--- config.mk ---
export PLATFORM = sky130hd
export DESIGN_NAME = rtp_h26x_nal_packetizer
export DESIGN_NICKNAME = d
export VERILOG_FILES = /design/src/sv/rnp_pkg.sv /design/src/sv/rnp_front.sv /design/src/sv/rnp_queue.sv /design/src/sv/rnp_back.sv /design/src/sv/rtp_h26x_nal_packetizer.sv
export VERILOG_INCLUDE_DIRS = /design/src /design/src/sv
export SDC_FILE = /design/constraint.sdc
export NUM_CORES = 1
export LEC_CHECK = 0
export BUFFER_PORTS_ARGS = -buffer_cell sky130_fd_sc_hd__buf_2
export CAP_MARGIN = 20
export CORE_MARGIN = 2
export CORE_UTILIZATION = 66
export DETAILED_ROUTE_END_ITERATION = 8
export GPL_TIMING_DRIVEN = 0
export PLACE_DENSITY = 0.84
export SYNTH_ARGS = -nofsm -noshare
export SYNTH_HDL_FRONTEND = slang
export SYNTH_SLANG_ARGS = --single-unit
--- constraint.sdc ---
create_clock -name clock -period 12.4 [get_ports clock]
set_input_delay 1.24 -clock clock [delete_from_list [all_inputs] [get_ports clock]]
set_output_delay 1.24 -clock clock [all_outputs]
set_load 0.02 [all_outputs]
--- src/sv/assert_macros.svh ---
// assertion macros shared by the packetizer rtl
`ifndef ASSERT_MACROS_SVH
`define ASSERT_MACROS_SVH
`ifndef SYNTHESIS
// checked property with reset disable
`define RNP_ASSERT(lbl, clk, rst, prop) \
   lbl: assert property (@(posedge clk) disable iff (rst) prop) \
      else $error("assertion failed");
// checked property that also holds during reset
`define RNP_ASSERT_ALWAYS(lbl, clk, prop) \
   lbl: assert property (@(posedge clk) prop) \
      else $error("assertion failed");
`else
`define RNP_ASSERT(lbl, clk, rst, prop)
`define RNP_ASSERT_ALWAYS(lbl, clk, prop)
`endif
`endif

--- src/sv/rnp_pkg.sv ---
// types and constants of the rtp nal packetizer
`timescale 1ns / 1ps
`default_nettype none
package rnp_pkg;

   // payload limit clamp and reset values
   localparam logic [10:0] PAY_MIN       = 11'd1100;
   localparam logic [10:0] PAY_MAX       = 11'd1460;
   localparam logic [10:0] MAXPAY_RESET  = 11'd1400;
   localparam logic [6:0]  PKIND_RESET   = 7'd96;

   // register indexes
   localparam logic [1:0] REG_CODEC  = 2'd0;
   localparam logic [1:0] REG_SSRC   = 2'd1;
   localparam logic [1:0] REG_MAXPAY = 2'd2;
   localparam logic [1:0] REG_PKIND  = 2'd3;

   // codec select values
   localparam logic CODEC_H264 = 1'b0;
   localparam logic CODEC_H265 = 1'b1;

   // fragmentation header constants
   localparam logic [7:0] FU_A_TYPE     = 8'd28;
   localparam logic [7:0] HEVC_FU_TYPE  = 8'd49;
   localparam logic [7:0] H264_NRI_MASK = 8'hE0;
   localparam logic [7:0] H264_TYPE_MASK = 8'h1F;
   localparam logic [7:0] H265_KEEP_MASK = 8'h81;
   localparam logic [7:0] H265_TYPE_MASK = 8'h3F;
   localparam logic [7:0] FLAG_START    = 8'h80;
   localparam logic [7:0] FLAG_END      = 8'h40;

   // prefix byte counts
   localparam logic [1:0] CNT_SINGLE = 2'd0;
   localparam logic [1:0] CNT_H264   = 2'd2;
   localparam logic [1:0] CNT_H265   = 2'd3;

   // 90 khz timestamp: (pts * 9) / 100
   localparam logic [6:0] TS_DIVISOR = 7'd100;
   // floor(t * TS_RECIP / 2^30) equals floor(t / 100) for any t below 2^23
   localparam logic [23:0] TS_RECIP  = 24'd10737419;

   // one classified nal unit
   typedef struct packed {
      logic        frag;
      logic [31:0] ts;
      logic        uend;
      logic [7:0]  b0;
      logic [7:0]  b1;
      logic [7:0]  b2;
      logic [1:0]  cnt;
      logic [15:0] len;
      logic [10:0] chunk_max;
   } desc_type;

   // queue occupancy flags
   typedef struct packed {
      logic full;
      logic empty;
   } q_stat_type;

endpackage
`default_nettype wire

--- src/sv/rnp_front.sv ---
// front end: accepts nal words, derives the timestamp and classifies the unit
`timescale 1ns / 1ps
`default_nettype none
module rnp_front
   import rnp_pkg::*;
(
   input  wire logic        clock,
   input  wire logic        reset,
   input  wire logic        req_valid,
   output logic             req_stall,
   input  wire logic [15:0] req_nal_length,
   input  wire logic [7:0]  req_nal_head0,
   input  wire logic [7:0]  req_nal_head1,
   input  wire logic        req_unit_end,
   input  wire logic [63:0] req_pts_micro,
   input  wire logic        codec,
   input  wire logic [10:0] max_pay,
   input  q_stat_type       q_stat,
   output logic             push,
   output desc_type         push_desc
);

   typedef enum logic [2:0] {
      F_IDLE = 3'b001,
      F_DIV  = 3'b010,
      F_PUSH = 3'b100
   } front_state_type;

   front_state_type state_ff, state_in;
   logic [2:0]  step_ff, step_in;
   logic [63:0] num_ff, num_in;
   logic [31:0] quo_ff, quo_in;
   logic [15:0] qd_ff, qd_in;
   logic [6:0]  rem_ff, rem_in;
   logic [15:0] len_ff, len_in;
   logic [7:0]  h0_ff, h0_in;
   logic [7:0]  h1_ff, h1_in;
   logic        uend_ff, uend_in;

   logic        accept;
   logic [63:0] pts9;
   logic [22:0] digit_num;
   logic [45:0] prod;
   logic [22:0] qd_x100;
   logic [22:0] rem_full;
   logic [10:0] lim;

   assign req_stall = (state_ff != F_IDLE);
   assign accept    = req_valid && (state_ff == F_IDLE);

   // pts * 9 modulo 2^64
   assign pts9 = {req_pts_micro[60:0], 3'b000} + req_pts_micro;

   // long division by 100 in 16-bit digits, reciprocal multiply per digit
   assign digit_num = {rem_ff, num_ff[63:48]};
   assign prod      = {23'd0, digit_num} * {22'd0, TS_RECIP};
   assign qd_x100   = {7'd0, qd_ff} * {16'd0, TS_DIVISOR};
   assign rem_full  = digit_num - qd_x100;

   // sequencer
   always_comb begin
      state_in = state_ff;
      step_in  = step_ff;
      num_in   = num_ff;
      quo_in   = quo_ff;
      qd_in    = qd_ff;
      rem_in   = rem_ff;
      len_in   = len_ff;
      h0_in    = h0_ff;
      h1_in    = h1_ff;
      uend_in  = uend_ff;
      unique case (state_ff)
         F_IDLE: begin
            if (accept) begin
               num_in   = pts9;
               rem_in   = '0;
               step_in  = '0;
               len_in   = req_nal_length;
               h0_in    = req_nal_head0;
               h1_in    = req_nal_head1;
               uend_in  = req_unit_end;
               state_in = F_DIV;
            end
         end
         F_DIV: begin
            step_in = step_ff + 3'd1;
            if (!step_ff[0]) begin
               // quotient digit from the reciprocal product
               qd_in = prod[45:30];
            end else begin
               // remainder and shift to the next digit
               rem_in = rem_full[6:0];
               quo_in = {quo_ff[15:0], qd_ff};
               num_in = {num_ff[47:0], 16'd0};
               if (step_ff == 3'd7) begin
                  state_in = F_PUSH;
               end
            end
         end
         F_PUSH: begin
            if (len_ff == 16'd0 || !q_stat.full) begin
               state_in = F_IDLE;
            end
         end
         default: state_in = F_IDLE;
      endcase
   end

   always_ff @(posedge clock) begin
      if (reset) begin
         state_ff <= F_IDLE;
      end else begin
         state_ff <= state_in;
      end
      step_ff <= step_in;
      num_ff  <= num_in;
      quo_ff  <= quo_in;
      qd_ff   <= qd_in;
      rem_ff  <= rem_in;
      len_ff  <= len_in;
      h0_ff   <= h0_in;
      h1_ff   <= h1_in;
      uend_ff <= uend_in;
   end

   // clamp the payload limit
   always_comb begin
      priority if (max_pay < PAY_MIN) begin
         lim = PAY_MIN;
      end else if (max_pay > PAY_MAX) begin
         lim = PAY_MAX;
      end else begin
         lim = max_pay;
      end
   end

   // classify the unit; zero-length units are dropped
   assign push = (state_ff == F_PUSH) && (len_ff != 16'd0) && !q_stat.full;

   always_comb begin
      push_desc      = '0;
      push_desc.ts   = quo_ff;
      push_desc.uend = uend_ff;
      push_desc.len  = len_ff;
      push_desc.frag = (len_ff > {5'b0, lim});
      if (!push_desc.frag) begin
         push_desc.cnt = CNT_SINGLE;
      end else if (codec == CODEC_H264) begin
         push_desc.b0        = (h0_ff & H264_NRI_MASK) | FU_A_TYPE;
         push_desc.b1        = h0_ff & H264_TYPE_MASK;
         push_desc.b2        = 8'd0;
         push_desc.cnt       = CNT_H264;
         push_desc.chunk_max = lim - 11'd2;
      end else begin
         push_desc.b0        = (h0_ff & H265_KEEP_MASK) | {HEVC_FU_TYPE[6:0], 1'b0};
         push_desc.b1        = h1_ff;
         push_desc.b2        = {1'b0, h0_ff[7:1]} & H265_TYPE_MASK;
         push_desc.cnt       = CNT_H265;
         push_desc.chunk_max = lim - 11'd3;
      end
   end

endmodule
`default_nettype wire

--- src/sv/rnp_queue.sv ---
// two-entry descriptor queue between front and back
`timescale 1ns / 1ps
`default_nettype none
`include "assert_macros.svh"
module rnp_queue
   import rnp_pkg::*;
(
   input  wire logic clock,
   input  wire logic reset,
   input  wire logic push,
   input  desc_type  push_desc,
   input  wire logic pop,
   output desc_type  head_desc,
   output q_stat_type q_stat
);

   desc_type   slot_ff [2];
   logic       wr_ptr_ff, wr_ptr_in;
   logic       rd_ptr_ff, rd_ptr_in;
   logic [1:0] count_ff, count_in;

   assign q_stat.full  = (count_ff == 2'd2);
   assign q_stat.empty = (count_ff == 2'd0);
   assign head_desc    = slot_ff[rd_ptr_ff];

   // pointer and occupancy update
   always_comb begin
      wr_ptr_in = push ? ~wr_ptr_ff : wr_ptr_ff;
      rd_ptr_in = pop  ? ~rd_ptr_ff : rd_ptr_ff;
      count_in  = count_ff + {1'b0, push} - {1'b0, pop};
   end

   always_ff @(posedge clock) begin
      if (reset) begin
         wr_ptr_ff <= 1'b0;
         rd_ptr_ff <= 1'b0;
         count_ff  <= 2'd0;
      end else begin
         wr_ptr_ff <= wr_ptr_in;
         rd_ptr_ff <= rd_ptr_in;
         count_ff  <= count_in;
      end
   end

   // storage
   always_ff @(posedge clock) begin
      if (push) begin
         slot_ff[wr_ptr_ff] <= push_desc;
      end
   end

   `RNP_ASSERT(a_no_overflow, clock, reset, push |-> !q_stat.full)
   `RNP_ASSERT(a_no_underflow, clock, reset, pop |-> !q_stat.empty)
   `RNP_ASSERT(a_count_bound, clock, reset, count_ff != 2'd3)

endmodule
`default_nettype wire

--- src/sv/rnp_back.sv ---
// back end: walks a unit and emits one packet word per cycle while the output is not stalled
`timescale 1ns / 1ps
`default_nettype none
`include "assert_macros.svh"
module rnp_back
   import rnp_pkg::*;
(
   input  wire logic        clock,
   input  wire logic        reset,
   input  desc_type         head_desc,
   input  q_stat_type       q_stat,
   output logic             pop,
   output logic             rsp_valid,
   input  wire logic        rsp_stall,
   output logic [15:0]      rsp_seq_num,
   output logic [31:0]      rsp_rtp_time,
   output logic             rsp_marker_bit,
   output logic             rsp_is_fragment,
   output logic [7:0]       rsp_prefix_byte0,
   output logic [7:0]       rsp_prefix_byte1,
   output logic [7:0]       rsp_prefix_byte2,
   output logic [1:0]       rsp_prefix_count,
   output logic [15:0]      rsp_payload_start,
   output logic [10:0]      rsp_payload_bytes,
   output logic             rsp_last_packet
);

   typedef enum logic [1:0] {
      B_IDLE = 2'b01,
      B_RUN  = 2'b10
   } back_state_type;

   back_state_type state_ff, state_in;
   desc_type    cur_ff, cur_in;
   logic [15:0] off_ff, off_in;
   logic        first_ff, first_in;
   logic [15:0] seq_ff, seq_in;
   logic        rsp_valid_ff, rsp_valid_in;

   logic [15:0] seq_out_ff, seq_out_in;
   logic [31:0] time_ff, time_in;
   logic        marker_ff, marker_in;
   logic        frag_ff, frag_in;
   logic [7:0]  pb0_ff, pb0_in;
   logic [7:0]  pb1_ff, pb1_in;
   logic [7:0]  pb2_ff, pb2_in;
   logic [1:0]  pcnt_ff, pcnt_in;
   logic [15:0] start_ff, start_in;
   logic [10:0] bytes_ff, bytes_in;
   logic        last_ff, last_in;

   logic        out_free;
   logic        emit;
   logic [15:0] remain;
   logic        fits;
   logic [10:0] chunk;
   logic        pkt_end;
   logic [7:0]  flags;

   assign out_free = !rsp_valid_ff || !rsp_stall;
   assign emit     = (state_ff == B_RUN) && out_free;
   assign pop      = (state_ff == B_IDLE) && !q_stat.empty;

   // size of the next packet
   assign remain  = cur_ff.len - off_ff;
   assign fits    = (remain <= {5'b0, cur_ff.chunk_max});
   assign chunk   = !cur_ff.frag ? cur_ff.len[10:0] :
                    (fits ? remain[10:0] : cur_ff.chunk_max);
   assign pkt_end = !cur_ff.frag || fits;
   assign flags   = (first_ff ? FLAG_START : 8'd0) | (pkt_end ? FLAG_END : 8'd0);

   // unit walker
   always_comb begin
      state_in = state_ff;
      cur_in   = cur_ff;
      off_in   = off_ff;
      first_in = first_ff;
      seq_in   = seq_ff;
      unique case (state_ff)
         B_IDLE: begin
            if (pop) begin
               cur_in   = head_desc;
               off_in   = head_desc.frag ? ({14'd0, head_desc.cnt} - 16'd1) : 16'd0;
               first_in = 1'b1;
               state_in = B_RUN;
            end
         end
         B_RUN: begin
            if (out_free) begin
               off_in   = off_ff + {5'd0, chunk};
               first_in = 1'b0;
               seq_in   = seq_ff + 16'd1;
               if (pkt_end) begin
                  state_in = B_IDLE;
               end
            end
         end
         default: state_in = B_IDLE;
      endcase
   end

   // output register
   always_comb begin
      rsp_valid_in = out_free ? emit : rsp_valid_ff;
      seq_out_in   = seq_out_ff;
      time_in      = time_ff;
      marker_in    = marker_ff;
      frag_in      = frag_ff;
      pb0_in       = pb0_ff;
      pb1_in       = pb1_ff;
      pb2_in       = pb2_ff;
      pcnt_in      = pcnt_ff;
      start_in     = start_ff;
      bytes_in     = bytes_ff;
      last_in      = last_ff;
      if (emit) begin
         seq_out_in = seq_ff;
         time_in    = cur_ff.ts;
         marker_in  = pkt_end && cur_ff.uend;
         frag_in    = cur_ff.frag;
         start_in   = off_ff;
         bytes_in   = chunk;
         last_in    = pkt_end;
         if (!cur_ff.frag) begin
            pb0_in  = 8'd0;
            pb1_in  = 8'd0;
            pb2_in  = 8'd0;
            pcnt_in = CNT_SINGLE;
         end else if (cur_ff.cnt == CNT_H264) begin
            pb0_in  = cur_ff.b0;
            pb1_in  = cur_ff.b1 | flags;
            pb2_in  = 8'd0;
            pcnt_in = CNT_H264;
         end else begin
            pb0_in  = cur_ff.b0;
            pb1_in  = cur_ff.b1;
            pb2_in  = cur_ff.b2 | flags;
            pcnt_in = CNT_H265;
         end
      end
   end

   always_ff @(posedge clock) begin
      if (reset) begin
         state_ff     <= B_IDLE;
         seq_ff       <= 16'd0;
         rsp_valid_ff <= 1'b0;
      end else begin
         state_ff     <= state_in;
         seq_ff       <= seq_in;
         rsp_valid_ff <= rsp_valid_in;
      end
      cur_ff     <= cur_in;
      off_ff     <= off_in;
      first_ff   <= first_in;
      seq_out_ff <= seq_out_in;
      time_ff    <= time_in;
      marker_ff  <= marker_in;
      frag_ff    <= frag_in;
      pb0_ff     <= pb0_in;
      pb1_ff     <= pb1_in;
      pb2_ff     <= pb2_in;
      pcnt_ff    <= pcnt_in;
      start_ff   <= start_in;
      bytes_ff   <= bytes_in;
      last_ff    <= last_in;
   end

   assign rsp_valid         = rsp_valid_ff;
   assign rsp_seq_num       = seq_out_ff;
   assign rsp_rtp_time      = time_ff;
   assign rsp_marker_bit    = marker_ff;
   assign rsp_is_fragment   = frag_ff;
   assign rsp_prefix_byte0  = pb0_ff;
   assign rsp_prefix_byte1  = pb1_ff;
   assign rsp_prefix_byte2  = pb2_ff;
   assign rsp_prefix_count  = pcnt_ff;
   assign rsp_payload_start = start_ff;
   assign rsp_payload_bytes = bytes_ff;
   assign rsp_last_packet   = last_ff;

   `RNP_ASSERT(a_off_in_range, clock, reset, (state_ff == B_RUN && cur_ff.frag) |-> off_ff < cur_ff.len)
   `RNP_ASSERT(a_bytes_nonzero, clock, reset, rsp_valid_ff |-> bytes_ff != 11'd0)
   `RNP_ASSERT(a_marker_on_last, clock, reset, (rsp_valid_ff && marker_ff) |-> last_ff)

endmodule
`default_nettype wire

--- src/sv/rtp_h26x_nal_packetizer.sv ---
// top level of the rtp h.264 / h.265 nal packetizer
`timescale 1ns / 1ps
`default_nettype none
// Turns one NAL unit word into RTP packet words: a single-NAL packet when the
// unit fits the payload limit, else FU-A (H.264) or FU (H.265) fragments, each
// with sequence number, 90 kHz timestamp, marker, prefix bytes, payload offset
// and length. The front end accepts a unit, divides pts*9 by 100 as four
// 16-bit digits and hands the unit to the queue; it stalls requests until
// it is idle again, so it takes no new unit before the last is handed on.
// The back end loads a unit from the queue, then sends one packet word per
// cycle while the output is not stalled, up to 60 words per unit; a two-entry
// queue lets the front work on the next unit while packets drain.
// Configuration: byte address 0 codec select, 4 SSRC, 8 payload limit,
// 12 payload type; write only while no unit is in flight.
module rtp_h26x_nal_packetizer
   import rnp_pkg::*;
(
   input  wire logic        clock,
   input  wire logic        reset,
   // input channel
   input  wire logic        req_valid,
   output logic             req_stall,
   input  wire logic [15:0] req_nal_length,
   input  wire logic [7:0]  req_nal_head0,
   input  wire logic [7:0]  req_nal_head1,
   input  wire logic        req_unit_end,
   input  wire logic [63:0] req_pts_micro,
   // result channel
   output logic             rsp_valid,
   input  wire logic        rsp_stall,
   output logic [15:0]      rsp_seq_num,
   output logic [31:0]      rsp_rtp_time,
   output logic             rsp_marker_bit,
   output logic             rsp_is_fragment,
   output logic [7:0]       rsp_prefix_byte0,
   output logic [7:0]       rsp_prefix_byte1,
   output logic [7:0]       rsp_prefix_byte2,
   output logic [1:0]       rsp_prefix_count,
   output logic [15:0]      rsp_payload_start,
   output logic [10:0]      rsp_payload_bytes,
   output logic             rsp_last_packet,
   // configuration port
   input  wire logic        csr_psel,
   input  wire logic        csr_penable,
   input  wire logic        csr_pwrite,
   input  wire logic [3:0]  csr_paddr,
   input  wire logic [31:0] csr_pwdata,
   output logic [31:0]      csr_prdata,
   output logic             csr_pready
);

   logic        codec_ff;
   logic [31:0] ssrc_ff;
   logic [10:0] maxpay_ff;
   logic [6:0]  pkind_ff;
   logic        csr_wr;
   logic [1:0]  csr_idx;

   logic       push;
   logic       pop;
   desc_type   push_desc;
   desc_type   head_desc;
   q_stat_type q_stat;

   // configuration registers
   assign csr_pready = 1'b1;
   assign csr_idx    = csr_paddr[3:2];
   assign csr_wr     = csr_psel && csr_penable && csr_pwrite && csr_pready;

   always_ff @(posedge clock) begin
      if (reset) begin
         codec_ff  <= CODEC_H264;
         ssrc_ff   <= 32'd0;
         maxpay_ff <= MAXPAY_RESET;
         pkind_ff  <= PKIND_RESET;
      end else if (csr_wr) begin
         unique case (csr_idx)
            REG_CODEC:  codec_ff  <= csr_pwdata[0];
            REG_SSRC:   ssrc_ff   <= csr_pwdata;
            REG_MAXPAY: maxpay_ff <= csr_pwdata[10:0];
            REG_PKIND:  pkind_ff  <= csr_pwdata[6:0];
            default: ;
         endcase
      end
   end

   // register read back
   always_comb begin
      unique case (csr_idx)
         REG_CODEC:  csr_prdata = {31'd0, codec_ff};
         REG_SSRC:   csr_prdata = ssrc_ff;
         REG_MAXPAY: csr_prdata = {21'd0, maxpay_ff};
         REG_PKIND:  csr_prdata = {25'd0, pkind_ff};
         default:    csr_prdata = 32'd0;
      endcase
   end

   rnp_front u_front (
      .clock          (clock),
      .reset          (reset),
      .req_valid      (req_valid),
      .req_stall      (req_stall),
      .req_nal_length (req_nal_length),
      .req_nal_head0  (req_nal_head0),
      .req_nal_head1  (req_nal_head1),
      .req_unit_end   (req_unit_end),
      .req_pts_micro  (req_pts_micro),
      .codec          (codec_ff),
      .max_pay        (maxpay_ff),
      .q_stat         (q_stat),
      .push           (push),
      .push_desc      (push_desc)
   );

   rnp_queue u_queue (
      .clock     (clock),
      .reset     (reset),
      .push      (push),
      .push_desc (push_desc),
      .pop       (pop),
      .head_desc (head_desc),
      .q_stat    (q_stat)
   );

   rnp_back u_back (
      .clock             (clock),
      .reset             (reset),
      .head_desc         (head_desc),
      .q_stat            (q_stat),
      .pop               (pop),
      .rsp_valid         (rsp_valid),
      .rsp_stall         (rsp_stall),
      .rsp_seq_num       (rsp_seq_num),
      .rsp_rtp_time      (rsp_rtp_time),
      .rsp_marker_bit    (rsp_marker_bit),
      .rsp_is_fragment   (rsp_is_fragment),
      .rsp_prefix_byte0  (rsp_prefix_byte0),
      .rsp_prefix_byte1  (rsp_prefix_byte1),
      .rsp_prefix_byte2  (rsp_prefix_byte2),
      .rsp_prefix_count  (rsp_prefix_count),
      .rsp_payload_start (rsp_payload_start),
      .rsp_payload_bytes (rsp_payload_bytes),
      .rsp_last_packet   (rsp_last_packet)
   );

endmodule
`default_nettype wire
## After elaboration in Yosys (flattened, before gate mapping)

Memory sizes are Yosys's and may differ from the RTL's. A register that Yosys moved wholly into a read port is not among the register bits.
Cells that the tools add are included.
Widths: inputs -> output; s select.

| word-level totals | value |
|---|---|
| memories | 1 |
| RAM bits | 174 |
| memory bits (read-only) | 0 |
| register bits after elaboration | 440 |
| bits in latches | 0 |

Memory list:

| memory | words | width | rd ports | clocked after Yosys merged registers in | write ports | RTL line | source |
|---|---|---|---|---|---|---|---|
| u_queue.slot_ff | 2 | 87 | 1 | 1 | 1 | rnp_queue.sv:17 | `desc_type slot_ff [2];` |

| cells by class | value |
|---|---|
| reduce and logical (&&, ||, !) cells | 37 |
| div/mod/pow operators | 0 |
| add/sub/neg operators | 11 |
| $lt $le $gt $ge | 4 |
| shift operators | 0 |
| eq/ne operators | 19 |
| bitwise logic cells | 7 |
| multiply operators | 2 |
| multiplexer cells | 42 |

Operators by type and width:

| operator | count |
|---|---|
| $mux 64 | 2 |
| $pmux 32 s4 | 1 |
| $pmux 64 s2 | 1 |
| $mux 11 | 6 |
| $add 64x64->64 | 1 |
| $mux 16 | 3 |
| $mul 23x24->46 const B | 1 |
| $pmux 16 s2 | 1 |
| $mux 25 | 1 |
| $mux 24 | 1 |
| $or 8x8->8 | 3 |
| $sub 11x2->11 const B | 2 |
| $mux 7 | 3 |
| $reduce_and 2->1 | 10 |
| $add 16x1->16 const B | 1 |
| $add 16x11->16 | 1 |
| $gt 16x11->1 | 1 |
| $le 16x11->1 | 1 |
| $logic_not 16->1 | 1 |
| $mul 16x5->5 const B | 1 |
| $mux 8 | 2 |
| $reduce_bool 16->1 | 1 |
| $sub 16x16->16 | 1 |
| $mux 3 | 5 |
| 31 further kinds | 71 |

## Logic depth before layout (Yosys ltp)

Gate-level depths: netlist (run 1).

| logic depth | value |
|---|---|
| depth in word-level cells | 7 |
| gate-level depth with buffers | 30 |
| depth with buffers taken out | 29 |

## Modules after synthesis

From an unflattened synthesis (run 1), not the netlist that was laid out.

| unflattened totals | value |
|---|---|
| cell total of the unflattened synthesis | 3095 |
| area, all modules | 37837.5 um^2 |

Modules (own cells, without submodules):

| module | instances | area each (um^2) | sequential area each (um^2) | cells each |
|---|---|---|---|---|
| rnp_front | 1 | 19082.1 | 4714.5 | 1897 |
| rnp_back | 1 | 9352.7 | 6626.4 | 641 |
| rnp_queue | 1 | 6615.1 | 5325.1 | 292 |
| rtp_h26x_nal_packetizer | 1 | 2787.7 | 1021.0 | 265 |

## Worst setup path after synthesis (run 1)

OpenSTA, ideal clock, no wires.

| timing | value |
|---|---|
| kind | input port to flip-flop |
| start point | input port rsp_stall |
| end point | register u_back.seq_ff[15] |
| arrival | 7779 ps |
| cell stages on the path | 6 |
| buffers on the path | 1 |
| path slack | 4551 ps |
| required time | 12330 ps |
| path through | a21oi_1 > and4_1 > clkbuf_1 > nand2_1 > or3_1 > a21oi_1 |

| between the ends | value |
|---|---|
| cells in the longest elaborated chain, start to end | 3 |

Ends and longest elaborated chain:

| item | RTL line | source |
|---|---|---|
| from (decl) | rtp_h26x_nal_packetizer.sv:30 | `input wire logic rsp_stall,` |
| $logic_not 1->1 | rnp_back.sv:60 | `assign out_free = !rsp_valid_ff \|\| !rsp_stall;` |
| $logic_or 1x1->1 | rnp_back.sv:60 |  |
| $reduce_and 2->1 (no line) | n/a |  |
| to (signal assigned) | rnp_back.sv:150 | `seq_ff <= seq_in;` |
| to (decl) | rnp_back.sv:37 | `logic [15:0] seq_ff, seq_in;` |

No other way between the ends.
A chain may end at the register's enable or synchronous reset.

## Worst setup path in the final report (run 1)

| timing | value |
|---|---|
| start point | register u_front.num_ff[62] |
| end point | register u_front.qd_ff[2] (data pin) |

| between the ends | value |
|---|---|
| cells in the longest elaborated chain, start to end | 1 |

Ends and longest elaborated chain:

| item | RTL line | source |
|---|---|---|
| from (decl) | rnp_front.sv:31 | `logic [63:0] num_ff, num_in;` |
| from (signal assigned) | rnp_front.sv:116 | `num_ff <= num_in;` |
| $mul 23x24->46 | rnp_front.sv:56 | `assign prod = {23'd0, digit_num} * {22'd0, TS_RECIP};` |
| named net u_front.prod[32] | rnp_front.sv:43 | `logic [45:0] prod;` |
| to (signal assigned) | rnp_front.sv:118 | `qd_ff <= qd_in;` |
| to (decl) | rnp_front.sv:33 | `logic [15:0] qd_ff, qd_in;` |

The timed path passes the listed nets, and every way through them passes these cells.

==> key figures, run 1 <==
Run status
  • Result of the run: completed

Synth
  • Flip-flop cell with the highest count after synthesis: edfxtp_1
  • Area share of and/or/nand/nor cells after synthesis: 8.90%
  • Mean area per synthesized cell: 11.8 sq um
  • Fraction of the mapped netlist area in adder cells: 23.2%
  • Synthesized-area fraction occupied by ao, oa, aoi and oai cells: 9.38%
  • Post-Synth XOR/XNOR Area: 2.79%
  • Portion of the post-synthesis area used by sequential elements: 46.6%
  • Number of enable flip-flop cells after synthesis: 517
  • Area of the mapped netlist: 36,700 sq um
  • Count of unique library cells instantiated by Yosys: 98
  • Fraction of registers with async set or reset after synthesis: 0%
  • Yosys synthesis warning count: 0
  • Largest family of logic cells by synthesized area: adder cells
  • Multiplexer area fraction after synthesis: 3.70%
  • Gate Count Post-Synth: 3,120
  • Number of storage elements in the synthesis netlist: 595

Worst hold path
  • Path class of the lowest-slack min-delay path: register to register

Drt
  • Starting DRC count in detailed routing: 2,071
  • Pre-antenna DRT Iters: 8
  • Final routed DRC violation total: 0
  • Vias post-DR: 25,200
  • Post-detailed-route count of antenna-violating nets: 0
  • Wire per inst: 21.2 um
  • Post-DR vias/cell: 5.89
  • Final routed wirelength across all metal layers: 90,700 um

Timing
  • Final min period: 7.66 ns
  • Number of max-slew violations in the final report: 0
  • Worst rel slew slack: 30.0%
  • Setup repair after global routing missed its margin: false
  • Clock Skews: 0.0385 ns
  • Worst-Margin Slew: 1.05 ns
  • Total Negative Setup Slacks: 0 ns
  • Highest achievable clock rate: 130 MHz
  • Portion of the clock cycle consumed by the worst path in the final layout: 61.8%
  • Count of final hold-check violations: 0
  • Final-report setup violation count: 0

Clocking
  • H-Tree Level Count: 2
  • Root buf cell: clkbuf_16
  • Hold-fix buffers at CTS: 0
  • Skew-Pair Late Insertion Delay: 0.65 ns
  • Number of buffers between clock root and the deepest sink: 3
  • Clock sink total: 595
  • Worst-path clk slew: 0.06 ns
  • Postcts setup bufs: 0
  • TritonCTS clock tree: built
  • Total clock buffers created by CTS: 58
  • Number of gates resized after CTS: 0

Worst setup path
  • Startpoint of the worst setup timing path: u_front.num_ff[62]
  • Crit path kind: register to register
  • CP Data Arrival Time: 8.03 ns
  • Largest fanout on the critical path: 6
  • CP endpoint: u_front.qd_ff[2]
  • Worst R2R Path Depth: 23
  • Critical Path RT: 12.76 ns
  • End of the worst register-to-register path: u_front.qd_ff[2]
  • Worst reg2reg startpoint: u_front.num_ff[62]
  • Element type at the critical path start: register
  • Flop2flop setup slack: 4.74 ns
  • Critical Path Sink Type: register

Floorplan
  • Placeable core region: 55,000 sq um
  • Floorplan row count: 86
  • Overall die height: 240 um
  • Die area: 57,500 sq um
  • Starting Density: 66.7%
  • Ports placed on the boundary: 279
  • Horizontal extent of the die: 240 um

Global routing
  • Via count of the first global-routing pass: 26,000
  • Global-route wire length before repair: 141,000 um
  • Global-route congestion overflow total: 0
  • Number of antenna violations at the first check in global routing: 9
  • Global-route usage over all layers: 32.1%
  • Largest net degree at the start of global routing: 38

Finish
  • Fill cell count: 3,531
  • Final net count: 4,171
  • Leading cell types in the layout, fill and taps excluded: edfxtp_1 (517), inv_1 (418), ha_1 (363)
  • Most frequent standard cell in the layout excluding fill and tap cells: edfxtp_1
  • Area growth from synthesis to final layout: 12.9%
  • Fraction of final layout cells sized beyond drive strength 1: 15.6%
  • Finished layout cell area: 41,400 sq um

Flow run
  • Max cap viols: 0

Place
  • Buffers on Ports: 274
  • Total cell area at the placement stage: 39,300 sq um
  • Placed wire-length estimate: 69,800 um
  • Routability Congestion: 0.950
[critical path, cell delays in order (launching register included)]
cell,delay (ns)
edfxtp_1,0.65
inv_1,0.21
fa_1,0.60
inv_1,0.08
ha_1,0.32
inv_1,0.06
fa_1,0.52
inv_1,0.07
fa_1,0.52
fa_1,0.53
fa_1,0.57
inv_1,0.07
fa_1,0.53
inv_1,0.04
ha_1,0.31
nand4_1,0.09
nor2_1,0.44
and3_1,0.25
nand4_1,0.10
o22a_1,0.31
a21o_1,0.24
a21boi_0,0.42
nor4_1,0.11
a311o_1,0.33
[registers in the layout, summed over array words and instances (netlist names), 3 cells and up, named ones only]
signal	cells
pkind_ff	7
u_back.rsp_payload_bytes	11
u_back.off_ff	16
u_front.state_ff	3
u_front.step_ff	3
u_front.h1_ff	8
u_queue.slot_ff	162
u_back.rsp_prefix_byte2	8
u_back.rsp_seq_num	16
u_back.rsp_prefix_byte1	8
u_front.num_ff	64
u_back.rsp_payload_start	16
u_back.cur_ff	81
u_front.quo_ff	32
maxpay_ff	11
u_back.rsp_rtp_time	32
ssrc_ff	32
u_back.rsp_prefix_byte0	6
u_front.len_ff	16
u_front.rem_ff	7
u_front.qd_ff	16
u_front.h0_ff	8
u_back.seq_ff	16
[cells in the mapped netlist, types with 27 or more instances]
cell type    n  area share, %
edfxtp_1   517             42
inv_1      418            4.3
ha_1       363             12
a21oi_1    218            3.0
fa_1       198             11
nand2_1    191            2.0
nor2_1     189            1.9
mux2_2      85            2.6
clkbuf_1    80           0.82
dfxtp_1     78            4.3
o21ai_0     78            1.1
xnor2_1     68            1.6
a21o_1      53            1.1
and2_1      49           0.84
xor2_1      49            1.2
nand3_1     45           0.61
mux2i_1     35           0.95
nand4_1     35           0.60
nor2b_1     32           0.55
and3_1      27           0.46
[cell type report]
class,count,area (sq um),share of cell area [%]
clock inverters,37,478,1.15
multi-input cells,2008,17700,42.6
plain buffers,102,434,1.05
well taps,748,936,2.26
inverters,418,1570,3.79
diodes,6,15.0,0.0362
flip-flops and latches,595,17100,41.2
repair buffers,287,1620,3.91
clock buffers,73,1620,3.91
[worst min-delay path by stage]
| stage | from | to | slack, ns | depth (start not counted) |
|---|---|---|---|---|
| 2_1_floorplan | u_back.cur_ff[54] | u_back.rsp_rtp_time[0] | 0.40 | 0 |
| 3_3_place_gp | u_front.qd_ff[14] | u_front.quo_ff[14] | 0.40 | 0 |
| 3_5_place_dp | u_back.cur_ff[66] | u_back.rsp_rtp_time[12] | 0.40 | 0 |
| 4_1_cts | u_back.cur_ff[66] | u_back.rsp_rtp_time[12] | 0.42 | 0 |
| 5_1_grt | u_back.cur_ff[71] | u_back.rsp_rtp_time[17] | 0.42 | 0 |
| 6_report | u_back.cur_ff[66] | u_back.rsp_rtp_time[12] | 0.42 | 0 |
[cell families after synthesis]
logic type	Yosys count
compound gates	536
xor+xnor	117
simple gates	666
flops	595
buf+inv	520
fa+ha+maj	561
other cells	2
mux	123
[through the flow]
stage	cells	hold slack, ns	util (%)	worst slack [ns]
5_1_grt	4272	0.423	75.3	4.51
3_3_place_gp	4145	0.401	70.9	2.55
4_1_cts	4268	0.417	75.3	4.79
2_1_floorplan	3123	0.400	-	4.55
3_5_place_dp	4158	0.405	71.5	4.88
6_report	4274	0.418	75.3	4.74
[per-layer routing]
| layer | wire (um) | GRT usage, % | up-vias |
|---|---|---|---|
| li1 | - | - | 11600 |
| met1 | 37400 | 43.1 | 12300 |
| met2 | 43600 | 53.7 | 1117 |
| met3 | 6620 | 4.94 | 175 |
| met4 | 2990 | 11.0 | 0 |
| met5 | 0 | 0 | - |
Power of run 1 is not shown: default switching activity piles up to over one toggle a cycle in this logic, so the estimate is an artifact.
==> run 2: changes to the inputs <==
- ABC_AREA: unset -> 1
- CORE_UTILIZATION: 66 -> 56
- PLACE_DENSITY: 0.84 -> 0.76
- clock period: 12.4 -> 6.3 ns (I/O delays scaled with it)
==> run 2 against run 1 <==
Effect of this change:
- the flow now finishes with violations (design-rule violations)
- wire length rose by 6.8%
- flip-flop and latch count stayed put
- non-clock buffer count is 11 higher
- setup slack got worse by 4.6 ns
- clock-buffer cell count down 3
- sequential share of layout area is 2.1 points lower
- design area up 5.3%
- synthesized area is 3.7% higher
==> key figures, run 2 <==
Drt
  • Post-detailed-route count of antenna-violating nets: 0
  • Wire per inst: 18.8 um
  • Starting DRC count in detailed routing: 2,156
  • Pre-antenna DRT Iters: 8
  • Final routed DRC violation total: 1
  • Final routed wirelength across all metal layers: 96,800 um
  • Vias post-DR: 28,300
  • Post-DR vias/cell: 5.48

Worst setup path
  • Slowest cell on the critical path: fa_1
  • List of cells traversed by the critical path: ha_2 > inv_1 > fa_1 > fa_1 > inv_1 > fa_1 > fa_2 > fa_1 > inv_1 > fa_1 > inv_1 > ha_4 > nand2_4 > nor2_4 > buf_4 > buf_4 > a21oi_1 > o21a_1 > o211ai_1 > xor2_1
  • Slowest stage delay, CP: 0.60 ns
  • Flop2flop setup slack: 0.12 ns
  • Element type at the critical path start: register
  • Crit path kind: register to register
  • CP Data Arrival Time: 6.51 ns
  • Most prevalent standard cell on the critical path: fa_1
  • Critical Path RT: 6.63 ns
  • Critical Path Sink Type: register
  • Largest fanout on the critical path: 5

Timing
  • Portion of the clock cycle consumed by the worst path in the final layout: 98.1%
  • Worst rel slew slack: 38.8%
  • Worst-Margin Slew: 0.919 ns
  • Count of final hold-check violations: 0
  • Setup repair after global routing missed its margin: true
  • Clock Skews: 0.0381 ns
  • Highest achievable clock rate: 162 MHz
  • Worst-case hold slack: 0.178 ns
  • Number of max-slew violations in the final report: 0
  • Final-report setup violation count: 0
  • Final min period: 6.18 ns

Place
  • Placed wire-length estimate: 76,000 um
  • Buffers on Ports: 275
  • Routability Congestion: 0.999
  • Total cell area at the placement stage: 40,900 sq um

Floorplan
  • Floorplan row count: 95
  • Placeable core region: 67,200 sq um
  • Overall die height: 265 um
  • Horizontal extent of the die: 265 um
  • Ports placed on the boundary: 279
  • Starting Density: 56.6%
  • Die area: 70,000 sq um

Finish
  • Fraction of final layout cells sized beyond drive strength 1: 15.3%
  • Registers with the highest flip-flop counts: u_queue.slot_ff: 162 flops, u_back.cur_ff: 81 flops, u_front.num_ff: 64 flops
  • Final net count: 4,942
  • Leading cell types in the layout, fill and taps excluded: inv_1 (706), nand2_1 (560), edfxtp_1 (517)
  • Most frequent standard cell in the layout excluding fill and tap cells: inv_1
  • Register containing the most flip-flops in the final layout: u_queue.slot_ff
  • Area growth from synthesis to final layout: 14.7%
  • Flip-flop count of the largest register after layout: 162
  • Finished layout cell area: 43,600 sq um

Synth
  • Gate Count Post-Synth: 3,832
  • Flip-flop cell with the highest count after synthesis: edfxtp_1
  • Number of enable flip-flop cells after synthesis: 517
  • Number of storage elements in the synthesis netlist: 595
  • Count of unique library cells instantiated by Yosys: 62
  • Most instantiated cells after synthesis: inv_1 (715), nand2_1 (570), edfxtp_1 (517), nor2_1 (370), ha_1 (363)
  • Portion of the post-synthesis area used by sequential elements: 44.9%
  • Share of the synthesized area in the top cell type: 40.8%
  • Mean area per synthesized cell: 9.93 sq um
  • Cell types occupying the most area after synthesis: edfxtp_1 (41%), ha_1 (12%), fa_1 (10%)
  • Most instantiated library cell after synthesis: inv_1
  • Yosys synthesis warning count: 0
  • Area of the mapped netlist: 38,000 sq um
  • Leading area contributor after synthesis: edfxtp_1
  • Fraction of registers with async set or reset after synthesis: 0%

Run status
  • Result of the run: finished, violations left
  • Violations in the final reports: design-rule violations

Clocking
  • Worst-path clk slew: 0.06 ns
  • H-Tree Level Count: 2
  • Number of buffers between clock root and the deepest sink: 3
  • Total clock buffers created by CTS: 56
  • Hold-fix buffers at CTS: 0
  • Root buf cell: clkbuf_16
  • TritonCTS clock tree: built
  • Clock sink total: 595
  • Skew-Pair Late Insertion Delay: 0.63 ns

Global routing
  • Via count of the first global-routing pass: 28,000
  • Met3 track demand over resource: 4.29%
  • Number of antenna violations at the first check in global routing: 3
  • Met2 usage: 46.9%
  • Global-route usage over all layers: 27.7%
  • Most crowded layer after global routing: met2
  • Global-route congestion overflow total: 0
  • Met1 layer usage reported by global route: 36.3%
  • Largest net degree at the start of global routing: 71
  • Global-route wire length before repair: 150,000 um

Worst hold path
  • Path class of the lowest-slack min-delay path: input port to register

Flow run
  • Max cap viols: 0
==> run 2: cell count changes after synthesis, moves of 48 or more <==
cell,delta
nor2_1,+181
and2_1,-48
nand3_1,+81
inv_1,+297
o21ai_0,+122
nand2_1,+379
==> run 2: routing by layer <==
layer,part of all wire (%),up-vias
met4,3.4,0
met1,42,13500
met3,6.6,203
li1,-,13600
met5,0,-
met2,48,1045
==> run 2: final timing paths <==
path / startpoint / endpoint / cells past startpoint
worst max-delay path: u_front.num_ff[58] / u_front.qd_ff[13] / 20
worst min-delay path: req_nal_length[2] / u_front.len_ff[2] / 1
worst max register to register: u_front.num_ff[58] / u_front.qd_ff[13] / 20
worst min register to register: u_back.cur_ff[85] / u_back.rsp_rtp_time[31] / 0
==> run 2: worst max-delay path: cells and delay by family, from the launching register on <==
kind,cells,cell delay (ns)
flops,1,0.56
simple gates,2,0.19
xor+xnor,1,0.15
buf+inv,6,0.53
fa+ha+maj,8,3.88
compound gates,3,0.56
==> run 2: cells by family after synthesis <==
family	synth area share, %
AO/OA/AOI/OAI	8.21
multiplexers	2.37
flip-flops	44.9
XOR/XNOR	1.38
AND/OR/NAND/NOR	13.0
buffers and inverters	7.72
adder cells (fa/ha/maj)	22.4
other	0.0197
==> run 2: timing repair <==
item | 4_1_cts | 5_1_grt
buffers inserted | 31 | 26
gates cloned | 0 | 0
endpoints found under the setup margin | 16 | 15
pin swaps | 6 | 36
hold endpoints to repair | 0 | 0
resized for setup | 16 | 84
==> run 2: layout make-up <==
type | instances | area [sq um]
Antenna cell | 1 | 2.50
Clock inverter | 34 | 303
Tap cell | 873 | 1090
Inverter | 722 | 2720
Clock buffer | 70 | 1570
Timing Repair Buffer | 348 | 2170
Sequential cell | 595 | 17100
Buffer | 52 | 226
Multi-Input combinational cell | 2466 | 18500
Fill cell | 5298 | 23500
==> run 2: metrics by stage <==
stage	TNS, ns	util, %	setup WS [ns]	instances
global route	-0.525	65.0	-0.107	5161
CTS	0	64.2	0.00815	5134
floorplan	0	-	0.345	3835
finish	0	65.0	0.122	5161
detailed placement	-4.97	60.9	-0.549	4999
global placement	-340.03	60.3	-2.31	4983
Power of run 2 is left out for the same reason.
